[src/rtl/cpc_pkg.sv]
`default_nettype none

package cpc_pkg;

  // Fixed payload geometry
  localparam int FIELD_LITS = 16;
  localparam int CODE_W     = 2;
  localparam int ROW_W      = FIELD_LITS * CODE_W;
  localparam int CFG_W      = 9;
  localparam int IDX_IN_W   = 8;

  // Parameter defaults
  localparam int DEF_MAX_INPUTS   = 16;
  localparam int DEF_MAX_OFF_ROWS = 256;

  // Row codes
  localparam logic [CODE_W-1:0] CODE_DASH = 2'd0;
  localparam logic [CODE_W-1:0] CODE_ZERO = 2'd1;
  localparam logic [CODE_W-1:0] CODE_ONE  = 2'd2;

  // Item kinds
  localparam logic KIND_WRITE = 1'b0;
  localparam logic KIND_CHECK = 1'b1;

  // Control from the sequencer to the merge stage
  typedef struct packed {
    logic clr;  // new check: drop what earlier rows found
    logic en;   // a row word is on the lanes this cycle
  } merge_ctl_t;

endpackage

`default_nettype wire

[src/rtl/cpc_merge.sv]
`default_nettype none

module cpc_merge
  import cpc_pkg::*;
(
  input  wire logic                  clk,
  input  wire merge_ctl_t            ctl,
  input  wire logic [FIELD_LITS-1:0] support,
  input  wire logic [FIELD_LITS-1:0] conflicts,
  output logic      [FIELD_LITS-1:0] blocked
);

  logic [FIELD_LITS-1:0] blocked_r;
  logic [FIELD_LITS-1:0] blocked_nxt;
  logic                  single;

  // At most one conflict: the row blocks that literal's deletion
  assign single = ((conflicts & (conflicts - FIELD_LITS'(1))) == '0);

  always_comb begin
    blocked_nxt = blocked_r;
    if (ctl.clr) begin
      blocked_nxt = '0;
    end else if (ctl.en) begin
      if (conflicts == '0) begin
        blocked_nxt = support;
      end else if (single) begin
        blocked_nxt = blocked_r | conflicts;
      end
    end
  end

  always_ff @(posedge clk) begin
    blocked_r <= blocked_nxt;
  end

  assign blocked = blocked_r;

endmodule

`default_nettype wire
[config.mk]
export PLATFORM = sky130hd
export DESIGN_NAME = cpc_merge
export DESIGN_NICKNAME = d
export VERILOG_FILES = /design/src/rtl/cpc_pkg.sv /design/src/rtl/cpc_merge.sv
export SDC_FILE = /design/constraint.sdc
export NUM_CORES = 1
export LEC_CHECK = 0
export BUFFER_PORTS_ARGS = -buffer_cell sky130_fd_sc_hd__clkbuf_2
export CORE_MARGIN = 2
export CORE_UTILIZATION = 49
export CTS_BUF_LIST = sky130_fd_sc_hd__clkbuf_8
export DETAILED_ROUTE_END_ITERATION = 10
export GPL_ROUTABILITY_DRIVEN = 0
export MAX_ROUTING_LAYER = met4
export PLACE_DENSITY_LB_ADDON = 0.25
export RECOVER_POWER = 25
export REMOVE_ABC_BUFFERS = 1
export SYNTH_ARGS = -nofsm -noshare
export SYNTH_HDL_FRONTEND = slang
export SYNTH_SLANG_ARGS = --single-unit
[constraint.sdc]
create_clock -name clk -period 2.35 [get_ports clk]
set_clock_uncertainty 0.1 [all_clocks]
set_input_delay 0.1175 -clock clk [delete_from_list [all_inputs] [get_ports clk]]
set_output_delay 0.1175 -clock clk [all_outputs]
set_load 0.03 [all_outputs]
==> flow_summary_export.csv <==
group,metric,value,unit
status,status,"finished, final reports clean",
setup_path,criticalPathCategory,"input port to flip-flop",
timing,relSlewSlack,34.4,%
pwr,p_sw,0.000167,W
cts,clk_pin_slew_worst_paths,70,ps
synthesis,async_flop_share,0,%
global_routing,grt_antenna_before_repair,0,
floorplanning,ios,51,
timing,fin_crit,1840,ps
placed_design,place_ws,273,ps
synthesis,syn_area_per_cell,9.31,um^2
global_routing,grt_use_total,28.4,%
cts,cts_sinks,16,
setup_path,cp-start-kind,"input port",
global_routing,grt_max_degree,19,
synthesis,synthFlopType,"dfxtp_1",
synthesis,synth-edff-count,0,
floorplanning,dieArea,2840,um^2
floorplanning,die_y,53.3,um
placed_design,placed_area,1510,um^2
layout,largest_reg_flops,16,
setup_path,cp_top_family,"compound AO/OA/AOI/OAI gates",
cts,post_cts_buffers,0,
layout,syn_to_final_growth,30.3,%
route,ant_nets,0,
synthesis,ys_warn_count,0,
timing,worst_slew_pin_slew,981,ps
route,dr.pass1.iters,4,
timing,slew_violations,0,
synthesis,ys_top_cells_by_count,"dfxtp_1, nand3_1, nand4b_1, o311ai_0, o31ai_2",
floorplanning,coreArea,2250,um^2
setup_path,cp_slowest_cell,"o211ai_2",
layout,n_antenna_cell,0,
synthesis,synth-seq-area-share,26.9,%
pwr,p_comb_share,17.4,%
layout,postLayoutCellArea,1550,um^2
pwr,p_seq_share,42.7,%
setup_path,crit_chain,"clkbuf_2 -> nor4_1 -> nand4_1 -> a21boi_1 -> o211ai_2 -> o31ai_1",
route,viasPerCell,6.69,
setup_path,crit_buf_inv,1,
route,num_vias,1398,
setup_path,crit_arrival,1900,ps
timing,setup_viol_count_final,0,
synthesis,synth_cells,128,
pwr,powerDensity,409,nW/um^2
layout,register_area,320,um^2
pwr,clkPwrFrac,39.9,%
pwr,p_leak,0.561,nW
synthesis,ys_types,34,
layout,fillCellCount,193,
setup_path,critPathMaxStageDelay,430,ps
timing,setup_ws,509,ps
timing,finalCritPeriodShare,78.4,%
pwr,p_int,0.000467,W
pwr,p_sw_share,26.3,%
layout,nets,217,
setup_path,cp-end-kind,"flip-flop",
floorplanning,start_util,52.8,%
floorplanning,die_w,53.3,um
timing,final.setup.tns,0,ps
layout,multi_input_area,813,um^2
setup_path,worstPathRequired,2410,ps
synthesis,yosysMostFrequentCell,"dfxtp_1",
cts,cts_resized,0,
cts,cts-root-to-sink-buffers,2,
timing,fmax,543,MHz
cts,cts_tree,"yes",
cts,root_buffer,"clkbuf_8",
pwr,finalPower,0.000634,W
synthesis,netlist_area,1190,um^2
synthesis,ys_ff_latch,16,
route,wl_per_cell,17.1,um
timing,rsz0062_at_grt,"false",
layout,drive_gt1_share,41.4,%
timing,hold_viol,0,
synthesis,synth_top_cell_by_area,"dfxtp_1",
route,drc,0,
cts,ctsHtreeMaxLevel,1,
placed_design,io_buffers,50,
floorplanning,rows,17,
run,cap_violations,0,
synthesis,synth_top_area_share,26.9,%
setup_path,cp_max_fo,16,
synthesis,synth_area_leaders,"dfxtp_1, o31ai_2, nand4b_1",
pwr,vdd.ir_drop.worst,285,uV
global_routing,grt_pass1_vias,1296,
cts,cts_hold_buffers,0,
route,routed_wl,3.58,mm
hold_path,min_path_type,"input port to flip-flop",
global_routing,grt_pass1_wl,5.71,mm
route,drt_iter0_drc,66,
placed_design,place_hpwl,2.62,mm
cts,clkLatencyLatePin,260,ps
cts,cts_buffers,3,
global_routing,overflow,0,
==> worst register-to-register path: stages (launching register included) <==
cell      delay (ps)
dfxtp_1          320
o311ai_0         440
o31ai_2          100
==> layer usage <==
layer	part of all wire [%]	track usage, %
met5	0	-
met4	1.8	10.7
met3	7.0	3.95
met2	48	47.7
met1	43	34.3
==> logic make-up (layout without fill, tap and decap cells) <==
group                    Yosys count  count (layout)  share of synthesized area (%)
adder cells (fa/ha/maj)            1               1                          0.945
AND/OR/NAND/NOR                   56              56                           31.6
AO/OA/AOI/OAI                     43              43                           35.7
buffers and inverters             12              65                           4.83
flip-flops                        16              16                           26.9
==> final cells by class <==
| cell class | instances | area share (%) |
|---|---|---|
| multi-input cells | 100 | 52.4 |
| flip-flops and latches | 16 | 20.6 |
| repair buffers | 59 | 20.6 |
| clock buffers | 4 | 3.55 |
| well taps | 28 | 2.26 |
| inverters | 2 | 0.484 |
==> through the flow <==
| step | cells | hold WS (ps) | util [%] |
|---|---|---|---|
| finish | 209 | 66.7 | 68.8 |
| global route | 209 | 69.6 | 68.8 |
| CTS | 209 | 67.1 | 69.3 |
| detailed placement | 205 | 336 | 66.8 |
| global placement | 205 | 314 | 66.8 |
| floorplan | 118 | 189 | - |
==> power groups by stage <==
| stage | clock (W) | combinational, W | sequential [W] |
|---|---|---|---|
| floorplan | 0 | 0.0000460 | 0.000277 |
| global placement | 0 | 0.000104 | 0.000277 |
| detailed placement | 0 | 0.000108 | 0.000277 |
| CTS | 0.000251 | 0.000109 | 0.000271 |
| global route | 0.000271 | 0.000120 | 0.000271 |
| finish | 0.000253 | 0.000110 | 0.000271 |
==> cell usage in the layout, fill, tap and decap left out, types with 4 or more instances in the layout <==
master and n:
nor2_1 8, dfxtp_1 16, nand4b_1 14, nand3_1 15, o31ai_1 8, o31ai_2 10
o311ai_0 14, buf_4 8, clkbuf_2 42, clkbuf_8 4, clkbuf_1 8
==> final timing paths <==
path                            depth (start not counted)                  endpoint                     from  slack [ps]
worst max-delay path                                    6   blocked[2]$_SDFFE_PP0P_            conflicts[11]         510
worst min-delay path                                    3  blocked[15]$_SDFFE_PP0P_                   ctl[1]          70
worst max register to register                          2   blocked[8]$_SDFFE_PP0P_  blocked[8]$_SDFFE_PP0P_        1240
worst min register to register                          2   blocked[1]$_SDFFE_PP0P_  blocked[1]$_SDFFE_PP0P_         390
(Power assumes the default switching activity.)
